File: src/rtl/core/lffr_pkg.sv
package lffr_pkg;

	// Buffer size in bytes and the resulting frame length bound
	localparam int FRAME_BUFFER = 256;
	localparam int FRAME_LIMIT  = (FRAME_BUFFER < 256) ? FRAME_BUFFER : 256;

	// Frame layout
	localparam logic [7:0] LEN_OFFSET     = 8'd4;
	localparam logic [7:0] FRAME_OVERHEAD = 8'd7;
	localparam logic [7:0] LAST_FROM_LEN  = 8'd6;

	// Register reset values
	localparam logic [7:0] START_BYTE_RST = 8'hBB;
	localparam logic [7:0] END_BYTE_RST   = 8'h7E;

	// Configuration register indexes
	localparam int CFG_IDX_W = 2;
	localparam logic [CFG_IDX_W-1:0] REG_START_BYTE = 2'd0;
	localparam logic [CFG_IDX_W-1:0] REG_END_BYTE   = 2'd1;

	typedef enum logic [2:0] {
		ST_DISCARD  = 3'd0,
		ST_IN_FRAME = 3'd1,
		ST_GOOD     = 3'd2,
		ST_BAD_END  = 3'd3,
		ST_TOO_LONG = 3'd4
	} status_t;

	typedef struct packed {
		logic [7:0] start_byte;
		logic [7:0] end_byte;
	} cfg_t;

	typedef struct packed {
		logic [7:0] data_byte;
		logic [7:0] position;
		status_t    status;
		logic       last;
	} result_t;

endpackage

File: src/rtl/core/lffr_cfg.sv
module lffr_cfg import lffr_pkg::*; (
	input  logic                 clk,
	input  logic                 arst_n,
	input  logic                 cfg_we,
	input  logic [CFG_IDX_W-1:0] cfg_index,
	input  logic [7:0]           cfg_wdata,
	output cfg_t                 cfg
);

	cfg_t cfg_q;

	// Write the addressed register; ignore unknown indexes
	always_ff @(posedge clk or negedge arst_n) begin
		if (!arst_n) begin
			cfg_q.start_byte <= START_BYTE_RST;
			cfg_q.end_byte   <= END_BYTE_RST;
		end else if (cfg_we) begin
			case (cfg_index)
				REG_START_BYTE: cfg_q.start_byte <= cfg_wdata;
				REG_END_BYTE:   cfg_q.end_byte   <= cfg_wdata;
				default: ;
			endcase
		end
	end

	assign cfg = cfg_q;

endmodule

File: src/rtl/core/lffr_track.sv
module lffr_track import lffr_pkg::*; (
	input  logic       clk,
	input  logic       arst_n,
	input  logic       step,
	input  logic [7:0] rx_s1,
	input  cfg_t       cfg,
	output result_t    res,
	output logic       in_frame
);

	logic       in_frame_q;
	logic [7:0] count_q;
	logic [7:0] len_q;

	logic       too_long;
	logic       at_last;
	logic [8:0] last_pos;

	// Oversize check on the length byte and end offset of the current frame
	assign too_long = (11'(rx_s1) + 11'(FRAME_OVERHEAD)) > 11'(FRAME_LIMIT);
	assign last_pos = {1'b0, len_q} + {1'b0, LAST_FROM_LEN};
	assign at_last  = (count_q > LEN_OFFSET) && ({1'b0, count_q} == last_pos);

	// Classify the byte against the frame state
	always_comb begin
		res.data_byte = rx_s1;
		res.position  = 8'd0;
		res.status    = ST_DISCARD;
		res.last      = 1'b0;
		if (!in_frame_q) begin
			if (rx_s1 == cfg.start_byte) begin
				res.status = ST_IN_FRAME;
			end
		end else begin
			res.position = count_q;
			res.status   = ST_IN_FRAME;
			if (count_q == LEN_OFFSET) begin
				if (too_long) begin
					res.status = ST_TOO_LONG;
					res.last   = 1'b1;
				end
			end else if (at_last) begin
				res.status = (rx_s1 == cfg.end_byte) ? ST_GOOD : ST_BAD_END;
				res.last   = 1'b1;
			end
		end
	end

	// Advance the frame state once per item
	always_ff @(posedge clk or negedge arst_n) begin
		if (!arst_n) begin
			in_frame_q <= 1'b0;
			count_q    <= 8'd0;
			len_q      <= 8'd0;
		end else if (step) begin
			if (!in_frame_q) begin
				if (rx_s1 == cfg.start_byte) begin
					in_frame_q <= 1'b1;
					count_q    <= 8'd1;
					len_q      <= 8'd0;
				end
			end else begin
				if (count_q == LEN_OFFSET) begin
					len_q <= rx_s1;
				end
				if (res.last) begin
					in_frame_q <= 1'b0;
					count_q    <= 8'd0;
				end else begin
					count_q <= count_q + 8'd1;
				end
			end
		end
	end

	assign in_frame = in_frame_q;

endmodule

File: src/rtl/core/length_field_frame_receiver_core.sv
// Start byte / length field frame receiver.
// Input channel: in_valid, in_stall, rx_byte - one received byte per item.
// Output channel: out_valid, out_stall and data_byte, position, status,
// frame_last - exactly one result item per input item, in order.
// Configuration: cfg_we, cfg_index, cfg_wdata; index 0 is the start byte,
// index 1 the end marker. Write only while no item is in flight.
// Path: an accepted item passes the input register, then the result register.
// Throughput: one item per cycle while the output is not stalled; the frame
// state update is a single compare-and-count step between the input and result registers.
// A stalled output holds its item; the input register still takes one
// more item, and in_stall rises only when that register is also full.
// Reset: both registers empty, receiver idle, start byte 0xBB, end 0x7E.
module length_field_frame_receiver_core import lffr_pkg::*; (
	input  logic                 clk,
	input  logic                 arst_n,
	input  logic                 in_valid,
	output logic                 in_stall,
	input  logic [7:0]           rx_byte,
	output logic                 out_valid,
	input  logic                 out_stall,
	output logic [7:0]           data_byte,
	output logic [7:0]           position,
	output logic [2:0]           status,
	output logic                 frame_last,
	input  logic                 cfg_we,
	input  logic [CFG_IDX_W-1:0] cfg_index,
	input  logic [7:0]           cfg_wdata
);

	cfg_t       cfg;
	result_t    res;
	result_t    res_q;
	logic       valid_s1;
	logic [7:0] rx_s1;
	logic       out_valid_q;
	logic       adv;
	logic       take;
	logic       in_frame;

	lffr_cfg u_cfg (
		.clk       (clk),
		.arst_n    (arst_n),
		.cfg_we    (cfg_we),
		.cfg_index (cfg_index),
		.cfg_wdata (cfg_wdata),
		.cfg       (cfg)
	);

	lffr_track u_track (
		.clk      (clk),
		.arst_n   (arst_n),
		.step     (adv),
		.rx_s1    (rx_s1),
		.cfg      (cfg),
		.res      (res),
		.in_frame (in_frame)
	);

	// Move the input register into the result register when it is free
	assign adv      = valid_s1 && (!out_valid_q || !out_stall);
	assign in_stall = valid_s1 && !adv;
	assign take     = in_valid && !in_stall;

	// Input register
	always_ff @(posedge clk or negedge arst_n) begin
		if (!arst_n) begin
			valid_s1 <= 1'b0;
		end else if (take) begin
			valid_s1 <= 1'b1;
		end else if (adv) begin
			valid_s1 <= 1'b0;
		end
	end

	always_ff @(posedge clk) begin
		if (take) begin
			rx_s1 <= rx_byte;
		end
	end

	// Result register: load on advance, drop once taken
	always_ff @(posedge clk or negedge arst_n) begin
		if (!arst_n) begin
			out_valid_q <= 1'b0;
		end else if (adv) begin
			out_valid_q <= 1'b1;
		end else if (!out_stall) begin
			out_valid_q <= 1'b0;
		end
	end

	always_ff @(posedge clk) begin
		if (adv) begin
			res_q <= res;
		end
	end

	assign out_valid  = out_valid_q;
	assign data_byte  = res_q.data_byte;
	assign position   = res_q.position;
	assign status     = res_q.status;
	assign frame_last = res_q.last;

`ifndef SYNTH
	a_last_status: assert property (@(posedge clk) disable iff (!arst_n)
		out_valid && frame_last |->
			(status == ST_GOOD || status == ST_BAD_END || status == ST_TOO_LONG))
		else $error("frame_last with a non-terminal status");

	a_discard_pos: assert property (@(posedge clk) disable iff (!arst_n)
		out_valid && status == ST_DISCARD |-> position == 8'd0 && !frame_last)
		else $error("discarded byte with position or frame_last set");

	a_idle_after_last: assert property (@(posedge clk) disable iff (!arst_n)
		adv && res.last |=> !in_frame)
		else $error("receiver still in frame after the frame ended");
`endif

endmodule
File: config.mk
export PLATFORM = sky130hd
export DESIGN_NAME = length_field_frame_receiver_core
export DESIGN_NICKNAME = d
export VERILOG_FILES = /design/src/rtl/core/lffr_pkg.sv /design/src/rtl/core/lffr_cfg.sv /design/src/rtl/core/lffr_track.sv /design/src/rtl/core/length_field_frame_receiver_core.sv
export SDC_FILE = /design/constraint.sdc
export NUM_CORES = 1
export LEC_CHECK = 0
export ABC_AREA = 1
export CAP_MARGIN = 20
export CELL_PAD_IN_SITES_DETAIL_PLACEMENT = 1
export CELL_PAD_IN_SITES_GLOBAL_PLACEMENT = 2
export CORE_MARGIN = 2
export CORE_UTILIZATION = 40
export CTS_BUF_LIST = sky130_fd_sc_hd__clkbuf_4
export CTS_CLUSTER_SIZE = 40
export DETAILED_ROUTE_END_ITERATION = 8
export DONT_BUFFER_PORTS = 1
export HOLD_SLACK_MARGIN = 0.05
export PLACE_DENSITY_LB_ADDON = 0.1
export SLEW_MARGIN = 5
export SYNTH_ARGS = -nofsm -noshare
export SYNTH_HDL_FRONTEND = slang
export SYNTH_SLANG_ARGS = --single-unit
File: constraint.sdc
create_clock -name clk -period 4.5 [get_ports clk]
set_input_delay 0.9 -clock clk [delete_from_list [all_inputs] [get_ports clk]]
set_output_delay 0.9 -clock clk [all_outputs]
set_load 0.005 [all_outputs]
==> metrics.cfg, run 1 <==
[worst_setup_path]
worstPathArrival_ns = 2.35
r2r-end = status[0]
critPathRequiredTime_ns = 4.68
crit_type = flop to flop
critPathLaunch = u_track.len_q[1]
r2r_cells = 14
cp_num_buf_inv = 4
crit_fanout = 4
path_cells = inv_1 -> ha_1 -> inv_1 -> nand2_1 -> o21bai_1 -> nand2_1 -> nand2_1 -> nand2_1 -> nor2_1 -> nand3_1 -> inv_1 -> nand2_1 -> nand2_1 -> inv_1
critical_path.slowest_cell = dfrtp_1
slowest_delay_ns = 0.42
crit_top_cell = nand2_1
critPathTopFamily = simple AND/OR/NAND/NOR gates
r2r-start = u_track.len_q[1]
ff2ff_setup_slack_ns = 2.33
worst_setup_path_end_kind = flop
cp-start-kind = flop

[timing]
setup_tns_ns = 0
finalMaxSlewViolations = 0
worst_hold_slack_ns = 0.163
maxSlewHeadroom_pct = 44.6
fin_crit_sh_pct = 48.3
layout_setup_ws_ns = 2.33
clock_skew_ns = 0.0155
grt_setup_unrepaired = no
clock.fmax_ghz = 0.461
layout_min_cycle_time_ns = 2.17
worst_slew_pin_slew_ns = 0.831
setup_viol = 0
hold_viol = 0

[place]
dp_hpwl_um = 4720
gp_congestion = 0.760
io_buffers = 0
pre_cts_ws_ns = 2.12
postPlaceCellArea_mm2 = 0.00318
place_inst = 426

[drt]
wl_um = 6510
avgViaCountPerCell = 4.88
route.detailed.drc = 0
vias = 2155
ant_nets = 0
drt_iter0_drc = 47
dr.pass1.iters = 6
avgRoutedWirePerCell_um = 14.7

[synthesis]
synth_warnings = 0
yosys.area.top_type_share_pct = 27.3
ys.flop_type = edfxtp_1
ys_top_cells_by_area = edfxtp_1, dfrtp_1, nand2_1
syn_inst = 331
yosys.area.top_type = edfxtp_1
synthArstFlopShare_pct = 55.6
synth_edf_count = 28
synth-simple-area-share_pct = 21.9
yosysSeqAreaShare_pct = 56.1
synth.most_common_cell = nand2_1
synth-compound-area-share_pct = 7.58
synthAdderAreaFrac_pct = 1.22
netlist_area_mm2 = 0.00309
synth.distinct_cells = 29
syn_nets = 357
synth_top_family_by_area = simple AND/OR/NAND/NOR gates
synth_common_cells = nand2_1, inv_1, edfxtp_1, dfrtp_1, nand3_1
synth-seq-cells = 63
muxShareOfSynthArea_pct = 0
syn_avg_cell_area_um2 = 9.32
synth_xor_area_share_pct = 6.24

[worst_hold_path]
hold_class = primary input to async pin

[finish]
final_cells = 442
diodes = 0
final_nets = 361
area_delta_synth_final_pct = 7.42
fillers = 904
drive_gt1_share_pct = 14.4
final_core_util_pct = 43.6
final_area_mm2 = 0.00331

[global_routing]
antenna_found_initial = 0
track_usage_pct = 17.2
grt_pass1_vias = 2261
grt_pass1_wl_um = 11100
grt-ovfl-total = 0
grt_max_degree = 36

[clocking]
ctsLongestPathBuffers = 2
cts_hold_buf = 0
ctsResizeCount = 0
post-cts-setup-buffers = 0
cts_tree = done
htree_num_levels = 3
cts.root.buffer_cell = clkbuf_4
clkTransAtPathRegs_ns = 0.12
clkLatencyLatePin_ns = 0.41
cts_made_buffers = 9
clkSinkCount = 63

[power_and_ir_drop]
power_density_mw_per_mm2 = 541
p_switching_uw = 693
clockPowerShare_pct = 21.2
leakage_nw = 1.48
total_power_mw = 1.79
sw_frac_of_total_pct = 38.6
ir_drop_uv = 232
intPower_mw = 1.10
pwr-share-seq_pct = 50.2
pwr-share-comb_pct = 28.6

[outcome]
status = completed

[floorplan]
ios = 45
die_area_mm2 = 0.00843
coreArea_mm2 = 0.00761
die_y_um = 91.8
dieWidth_um = 91.8
std_cell_rows = 32
initial_core_util_pct = 40.6

[run]
drv_cap = 0

## placed cells by master, fill, tap and decap left out, drive strengths merged
| cell type | synthesis | final |
|---|---|---|
| o21bai | 1 | 1 |
| nand2 | 90 | 90 |
| dfstp | 12 | 12 |
| buf | 3 | 1 |
| xnor2 | 15 | 15 |
| edfxtp | 28 | 28 |
| a21oi | 7 | 7 |
| nand4 | 9 | 9 |
| o21ai | 28 | 28 |
| nand3b | 2 | 2 |
| nor2 | 25 | 25 |
| inv | 46 | 46 |
| nor3 | 2 | 2 |
| clkbuf | 5 | 9 |
| ha | 3 | 3 |
| dfrtp | 23 | 23 |
| nand3 | 24 | 24 |
| bufinv | 0 | 1 |
| o211a | 1 | 1 |
| clkinvlp | 0 | 1 |
| xor2 | 7 | 7 |
| clkinv | 0 | 5 |
## per-layer routing
metal	vias up	track usage, %	share of wire, %
li1	1074	-	-
met2	34	28.6	50
met1	1034	21.5	46
met3	13	3.45	1.7
met4	0	8.33	2.0
met5	-	0	0
## kinds of logic after synthesis
group | after synthesis
simple gates | 152
buf+inv | 54
compound gates | 37
flops | 63
xor+xnor | 22
fa+ha+maj | 3
## flip-flops by register name (all words and copies together), names as in the netlist
register	flops
u_cfg.cfg	16
frame_last	1
position	8
rx_s1	8
u_track.count_q	8
out_valid	1
u_track.len_q	8
valid_s1	1
data_byte	8
status	3
u_track.in_frame	1
## power groups by stage
stage	sequential, mW	clock [mW]	combinational, mW
final	0.901	0.380	0.514
after global routing	0.926	0.417	0.600
after CTS	0.906	0.393	0.524
after detailed placement	0.917	0	0.522
after global placement	0.919	0	0.513
after floorplan	0.843	0	0.451
## area by class of cell
| class | count | area, um2 | area share (%) |
|---|---|---|---|
| Clock buffer | 9 | 67.6 | 2.04 |
| Multi-Input combinational cell | 214 | 1140 | 34.5 |
| Clock inverter | 7 | 63.8 | 1.93 |
| Tap cell | 102 | 128 | 3.85 |
| Sequential cell | 63 | 1730 | 52.2 |
| Inverter | 46 | 173 | 5.21 |
| Timing Repair Buffer | 1 | 7.51 | 0.227 |
## worst max path at each step
stage	cells past startpoint	end	slack, ns
floorplan	8	u_track.count_q[5]	2.01
global placement	9	u_track.len_q[5]	2.20
detailed placement	9	u_track.len_q[1]	2.12
CTS	14	status[0]	2.30
global route	14	status[0]	2.04
finish	14	status[0]	2.33
No activity file was read; power rests on OpenSTA's default activity.
==> run 2, diff against run 1 <==
--- a/config.mk
+++ b/config.mk
@@ -5,7 +5,7 @@
 export SDC_FILE = /design/constraint.sdc
 export NUM_CORES = 1
 export LEC_CHECK = 0
-export ABC_AREA = 1
+export ABC_AREA = 0
 export CAP_MARGIN = 20
 export CELL_PAD_IN_SITES_DETAIL_PLACEMENT = 1
 export CELL_PAD_IN_SITES_GLOBAL_PLACEMENT = 2
==> constraint.sdc (replaced) <==
create_clock -name clk -period 2 [get_ports clk]
set_input_delay 0.4 -clock clk [delete_from_list [all_inputs] [get_ports clk]]
set_output_delay 0.4 -clock clk [all_outputs]
set_load 0.005 [all_outputs]
==> metrics.cfg, run 2 <==
[outcome]
status = finished with violations  ; was completed
violations = setup timing

[synthesis]
synth.distinct_cells = 42  ; was 29
syn_inst = 233  ; was 331
synth_warnings = 0  ; unchanged
synth_edf_count = 28  ; unchanged
synth_common_cells = edfxtp_1, nand2_1, dfrtp_1, mux2_2, xnor2_1  ; was nand2_1, inv_1, edfxtp_1, dfrtp_1, nand3_1
yosys.area.top_type = edfxtp_1  ; unchanged
netlist_area_mm2 = 0.00289  ; was 0.00309 mm2
yosysSeqAreaShare_pct = 59.9  ; was 56.1%
syn_avg_cell_area_um2 = 12.4  ; was 9.32 um2
synth.most_common_cell = edfxtp_1  ; was nand2_1
yosys.area.top_type_share_pct = 29.1  ; was 27.3%
ys_top_cells_by_area = edfxtp_1, dfrtp_1, dfstp_2  ; was edfxtp_1, dfrtp_1, nand2_1
synthArstFlopShare_pct = 55.6  ; unchanged
synth-seq-cells = 63  ; unchanged
ys.flop_type = edfxtp_1  ; unchanged
syn_nets = 259  ; was 357

[worst_hold_path]
min_to = rx_s1[5]
hold_class = primary input to flop  ; was primary input to async pin
hp-start = rx_byte[5]
worstHoldPathCells = 0

[global_routing]
antenna_found_initial = 0  ; unchanged
grt_pass1_vias = 2276  ; was 2261
track_usage_pct = 21.0  ; was 17.2%
grt-ovfl-total = 0  ; unchanged
grt_pass1_wl_um = 12000  ; was 11100 um
grt_max_degree = 36  ; unchanged

[timing]
fin_crit_sh_pct = 114  ; was 48.3%
maxSlewHeadroom_pct = 68.9  ; was 44.6%
layout_setup_ws_ns = -0.278  ; was 2.33 ns
worst_hold_slack_ns = 0.0747  ; was 0.163 ns
finalMaxSlewViolations = 0  ; unchanged
hold_viol = 0  ; unchanged
clock_skew_ns = 0.0248  ; was 0.0155 ns
worst_slew_pin_slew_ns = 0.465  ; was 0.831 ns
layout_min_cycle_time_ns = 2.28  ; was 2.17 ns
setup_viol = 21  ; was 0
grt_setup_unrepaired = yes  ; was no
clock.fmax_ghz = 0.439  ; was 0.461 GHz

[finish]
final_nets = 318  ; was 361
final_cells = 393  ; was 442
area_delta_synth_final_pct = 28.8  ; was 7.42%
diodes = 0  ; unchanged
fillers = 734  ; was 904
drive_gt1_share_pct = 40.1  ; was 14.4%
final_core_util_pct = 53.9  ; was 43.6%
largest_reg_flops = 16  ; unchanged
final_cell_mix = buf_4, edfxtp_1, dfrtp_1  ; was nand2_1, inv_1, edfxtp_1
layout_commonest_cell = buf_4  ; was nand2_1

[clocking]
cts.root.buffer_cell = clkbuf_4  ; unchanged
clkLatencyLatePin_ns = 0.43  ; was 0.41 ns
clkSinkCount = 63  ; unchanged
cts_tree = done  ; unchanged
ctsLongestPathBuffers = 2  ; unchanged
clkTransAtPathRegs_ns = 0.11  ; was 0.12 ns
cts_made_buffers = 9  ; unchanged
htree_num_levels = 3  ; unchanged

[place]
io_buffers = 0  ; unchanged
gp_congestion = 0.831  ; was 0.760
dp_hpwl_um = 5400  ; was 4720 um
place_inst = 369  ; was 426
pre_cts_ws_ns = -0.425  ; was 2.12 ns

[drt]
ant_nets = 0  ; unchanged
avgRoutedWirePerCell_um = 19.2  ; was 14.7 um
drt_iter0_drc = 72  ; was 47
wl_um = 7560  ; was 6510 um
route.detailed.drc = 0  ; unchanged
dr.pass1.iters = 4  ; was 6
avgViaCountPerCell = 5.27  ; was 4.88
vias = 2072  ; was 2155

[worst_setup_path]
r2r-end = u_track.count_q[3]  ; was status[0]
worst_setup_path_end_kind = flop  ; unchanged
cp-start-kind = flop  ; unchanged
critPathRequiredTime_ns = 2.30  ; was 4.68 ns
r2r_cells = 7  ; was 14
ff2ff_setup_slack_ns = -0.28  ; was 2.33 ns
crit_type = flop to flop  ; unchanged
worstPathArrival_ns = 2.58  ; was 2.35 ns
r2r-start = u_track.count_q[4]  ; was u_track.len_q[1]
crit_fanout = 5  ; was 4

[power_and_ir_drop]
ir_drop_uv = 589  ; was 232 uV
leakage_nw = 1.48  ; about the same
power_density_mw_per_mm2 = 941  ; was 541 mW/mm2
total_power_mw = 3.50  ; was 1.79 mW

[floorplan]
dieWidth_um = 89.0  ; was 91.8 um
die_y_um = 89.0  ; was 91.8 um
initial_core_util_pct = 41.8  ; was 40.6%
die_area_mm2 = 0.00792  ; was 0.00843 mm2
ios = 45  ; unchanged
std_cell_rows = 30  ; was 32
coreArea_mm2 = 0.00691  ; was 0.00761 mm2

[run]
drv_cap = 0  ; unchanged

run 2: cell count changes in the layout (fill, tap and decap cells not counted), sizes merged, moves of 4 or more:
cell | previous run | this run
buf | 1 | 51
and2 | 0 | 8
nand4 | 9 | 2
nor2 | 25 | 10
nor2b | 0 | 5
xor2 | 7 | 12
o21ai | 28 | 11
a21oi | 7 | 2
mux2 | 0 | 16
nand3 | 24 | 5
o31ai | 0 | 4
a22o | 0 | 6
nand2 | 90 | 25
inv | 46 | 11
run 2: routing by layer:
metal	global-route usage, %	up-vias	wire length [um]
met4	9.50	0	224
li1	-	960	-
met1	26.7	1036	3440
met5	0	-	0
met2	34.7	56	3670
met3	4.25	20	233
run 2: worst max-delay path by stage:
| stage | depth (start not counted) | start | end |
|---|---|---|---|
| 6_report | 7 | u_track.count_q[4] | u_track.count_q[3] |
| 2_1_floorplan | 7 | u_track.count_q[4] | u_track.count_q[1] |
| 3_3_place_gp | 6 | u_track.count_q[4] | u_track.count_q[7] |
| 5_1_grt | 7 | u_track.count_q[5] | u_track.count_q[2] |
| 3_5_place_dp | 6 | u_track.count_q[7] | u_track.count_q[6] |
| 4_1_cts | 6 | u_track.count_q[4] | u_track.count_q[7] |
run 2: cell type report:
type | count | area [um2] | area share (%)
clock buffers | 9 | 67.6 | 1.82
clock inverters | 7 | 72.6 | 1.95
inverters | 10 | 37.5 | 1.01
multi-input cells | 156 | 1240 | 33.4
flip-flops and latches | 63 | 1730 | 46.5
well taps | 96 | 120 | 3.23
repair buffers | 52 | 449 | 12.1
run 2: logic make-up after synthesis:
family | after synthesis | synth area share (%)
mux | 17 | 6.58
xor+xnor | 25 | 7.58
simple gates | 75 | 13.5
fa+ha+maj | 3 | 1.30
flops | 63 | 59.9
compound gates | 35 | 8.87
buf+inv | 15 | 2.21
run 2: critical path: stages, from the launching register on:
cell,delay (ns)
dfrtp_1,0.40
or4_4,0.55
or3_4,0.36
or3_4,0.37
nand2_4,0.11
buf_6,0.13
o31ai_2,0.06
a22o_1,0.20
run 2: timing repair:
action,in CTS,in global routing
gates cloned,2,0
pin swaps,7,5
hold buffers,2,0
endpoints found under the setup margin,21,21
hold endpoints to repair,35,0
buffers inserted,4,0
resized for setup,18,12
run 2: where the power goes:
part           leakage (nW)  internal (mW)  total [mW]  switching [mW]
Sequential            0.702           1.56        1.69           0.127
Clock                0.0723          0.382       0.870           0.488
Combinational         0.709          0.478       0.947           0.469
run 2: stage by stage:
| step | instance area, um2 | setup TNS, ns |
|---|---|---|
| finish | 3720 | -4.35 |
| global route | 3720 | -5.71 |
| CTS | 3650 | -4.19 |
| detailed placement | 3350 | -5.06 |
| global placement | 3350 | -4.40 |
| floorplan | 2920 | -2.76 |
==> run 3, diff against run 2 <==
--- a/config.mk
+++ b/config.mk
@@ -6,15 +6,16 @@
 export NUM_CORES = 1
 export LEC_CHECK = 0
 export ABC_AREA = 0
+export BUFFER_PORTS_ARGS = -buffer_cell sky130_fd_sc_hd__buf_2
 export CAP_MARGIN = 20
 export CELL_PAD_IN_SITES_DETAIL_PLACEMENT = 1
 export CELL_PAD_IN_SITES_GLOBAL_PLACEMENT = 2
 export CORE_MARGIN = 2
-export CORE_UTILIZATION = 40
+export CORE_UTILIZATION = 39
 export CTS_BUF_LIST = sky130_fd_sc_hd__clkbuf_4
+export CTS_CLUSTER_DIAMETER = 120
 export CTS_CLUSTER_SIZE = 40
 export DETAILED_ROUTE_END_ITERATION = 8
-export DONT_BUFFER_PORTS = 1
 export HOLD_SLACK_MARGIN = 0.05
 export PLACE_DENSITY_LB_ADDON = 0.1
 export SLEW_MARGIN = 5
==> metrics.cfg, run 3 (synthesis results as in run 2) <==
[floorplan]
initial_core_util_pct = 40.1  ; was 41.8%
dieWidth_um = 90.1  ; was 89.0 um
std_cell_rows = 31  ; was 30
coreArea_mm2 = 0.00721  ; was 0.00691 mm2
die_y_um = 90.1  ; was 89.0 um
ios = 45  ; unchanged
die_area_mm2 = 0.00812  ; was 0.00792 mm2

[global_routing]
grt_pass1_vias = 2268  ; was 2276
track_usage_pct = 18.3  ; was 21.0%
grt_pass1_wl_um = 11700  ; was 12000 um
grt-ovfl-total = 0  ; unchanged
grt_max_degree = 36  ; unchanged
antenna_found_initial = 0  ; unchanged

[finish]
final_core_util_pct = 53.0  ; was 53.9%
final_area_mm2 = 0.00382  ; was 0.00372 mm2
multi_input_area_mm2 = 0.00118  ; was 0.00124 mm2
drive_gt1_share_pct = 45.2  ; was 40.1%
final_cell_mix = buf_4, buf_2, edfxtp_1  ; was buf_4, edfxtp_1, dfrtp_1
fillers = 786  ; was 734
layout_commonest_cell = buf_4  ; unchanged
diodes = 0  ; unchanged
final_nets = 362  ; was 318
regArea_mm2 = 0.00173  ; unchanged
largest_reg_flops = 16  ; unchanged
area_delta_synth_final_pct = 32.3  ; was 28.8%

[worst_setup_path]
cp-start-kind = flop  ; unchanged
critPathRequiredTime_ns = 2.31  ; was 2.30 ns
worst_setup_path_end_kind = flop  ; unchanged
r2r-end = u_track.count_q[6]  ; was u_track.count_q[3]
crit_fanout = 6  ; was 5
crit_type = flop to flop  ; unchanged
ff2ff_setup_slack_ns = -0.27  ; was -0.28 ns
r2r_cells = 6  ; was 7
worstPathArrival_ns = 2.58  ; about the same
r2r-start = u_track.count_q[6]  ; was u_track.count_q[4]

[drt]
route.detailed.drc = 0  ; unchanged
avgViaCountPerCell = 4.86  ; was 5.27
ant_nets = 0  ; unchanged
dr.pass1.iters = 4  ; unchanged
wl_um = 7030  ; was 7560 um
avgRoutedWirePerCell_um = 16.0  ; was 19.2 um
drt_iter0_drc = 40  ; was 72
vias = 2138  ; was 2072

[worst_hold_path]
worstHoldPathCells = 1  ; was 0
min_to = rx_s1[6]  ; was rx_s1[5]
hp-start = rx_byte[6]  ; was rx_byte[5]
hold_class = primary input to flop  ; unchanged

[power_and_ir_drop]
leakage_nw = 1.62  ; was 1.48 nW
ir_drop_uv = 491  ; was 589 uV
power_density_mw_per_mm2 = 871  ; was 941 mW/mm2

[clocking]
clkTransAtPathRegs_ns = 0.12  ; was 0.11 ns
htree_num_levels = 3  ; unchanged
clkLatencyLatePin_ns = 0.41  ; was 0.43 ns
cts.root.buffer_cell = clkbuf_4  ; unchanged
clkSinkCount = 63  ; unchanged
ctsLongestPathBuffers = 2  ; unchanged
cts_made_buffers = 9  ; unchanged
cts_tree = done  ; unchanged

[place]
io_buffers = 44  ; was 0
postPlaceCellArea_mm2 = 0.00358  ; was 0.00335 mm2
gp_congestion = 0.824  ; was 0.831
dp_hpwl_um = 5260  ; was 5400 um

[timing]
layout_min_cycle_time_ns = 2.27  ; was 2.28 ns
clock.fmax_ghz = 0.440  ; was 0.439 GHz
clock_skew_ns = 0.0100  ; was 0.0248 ns
hold_viol = 0  ; unchanged
finalMaxSlewViolations = 0  ; unchanged
grt_setup_unrepaired = yes  ; unchanged
maxSlewHeadroom_pct = 68.5  ; was 68.9%
setup_viol = 21  ; unchanged
fin_crit_sh_pct = 114  ; about the same
setup_tns_ns = -2.91  ; was -4.35 ns
worst_slew_pin_slew_ns = 0.472  ; was 0.465 ns
layout_setup_ws_ns = -0.274  ; was -0.278 ns
worst_hold_slack_ns = 0.162  ; was 0.0747 ns

[run]
drv_cap = 0  ; unchanged

[outcome]
violations = setup timing  ; unchanged
status = finished with violations  ; unchanged

==> run 3: cell types whose count changed in the layout (fill, tap and decap cells not counted), moves of 2 or more <==
cell	before	now
o21ai_1	7	10
nand2_2	2	0
nand2_1	21	24
buf_4	45	47
o21ai_2	2	0
buf_2	0	44
==> run 3: worst max-delay path by stage <==
stage | start | to | slack, ns | cells after the start
finish | u_track.count_q[6] | u_track.count_q[6] | -0.27 | 6
global route | u_track.count_q[6] | u_track.count_q[5] | -0.37 | 7
global placement | u_track.count_q[4] | u_track.count_q[4] | -0.37 | 6
floorplan | u_track.count_q[4] | u_track.count_q[1] | -0.26 | 7
CTS | u_track.count_q[6] | u_track.count_q[7] | -0.32 | 6
detailed placement | u_track.count_q[7] | u_track.count_q[4] | -0.39 | 6
==> run 3: final cells by class <==
class | count | area share, %
clock inverter | 7 | 1.24
clock buffer | 9 | 1.77
multi-input combinational | 156 | 30.8
sequential | 63 | 45.3
tap | 99 | 3.24
inverter | 10 | 0.981
timing repair buffer | 96 | 16.7
==> run 3: critical path, stage by stage, from the launching register on <==
cell and delay, ns:
dfrtp_1 0.39, or4_4 0.55, or3_4 0.36, or3_4 0.37
nand2_4 0.11, nor3_4 0.07, a221o_1 0.32
==> run 3: report_power, final <==
part	internal [mW]	leakage, nW	switching [mW]
sequential	1.56	0.702	0.102
clock	0.254	0.0621	0.500
combinational	0.463	0.853	0.454
total	2.27	1.62	1.06
==> run 3: what timing repair did <==
item | in CTS | in global routing
buffers inserted | 6 | 1
gates resized for setup | 14 | 4
hold buffers | 1 | 0
pin swaps | 11 | 4
cloned | 1 | 0
endpoints found under the setup margin | 21 | 21
endpoints found under the hold margin | 23 | 0
==> run 3: stage by stage <==
stage	power [mW]	worst slack, ns	instances
3_5_place_dp	2.53	-0.393	417
6_report	3.33	-0.274	440
5_1_grt	3.54	-0.374	440
2_1_floorplan	2.13	-0.264	233
4_1_cts	3.35	-0.317	439
3_3_place_gp	2.51	-0.371	417
==> run 3: per-layer routing <==
layer | GRT usage [%] | wire (um)
met1 | 23.7 | 3230
met2 | 30.3 | 3360
met3 | 3.60 | 264
met4 | 7.44 | 167
met5 | 0 | 0
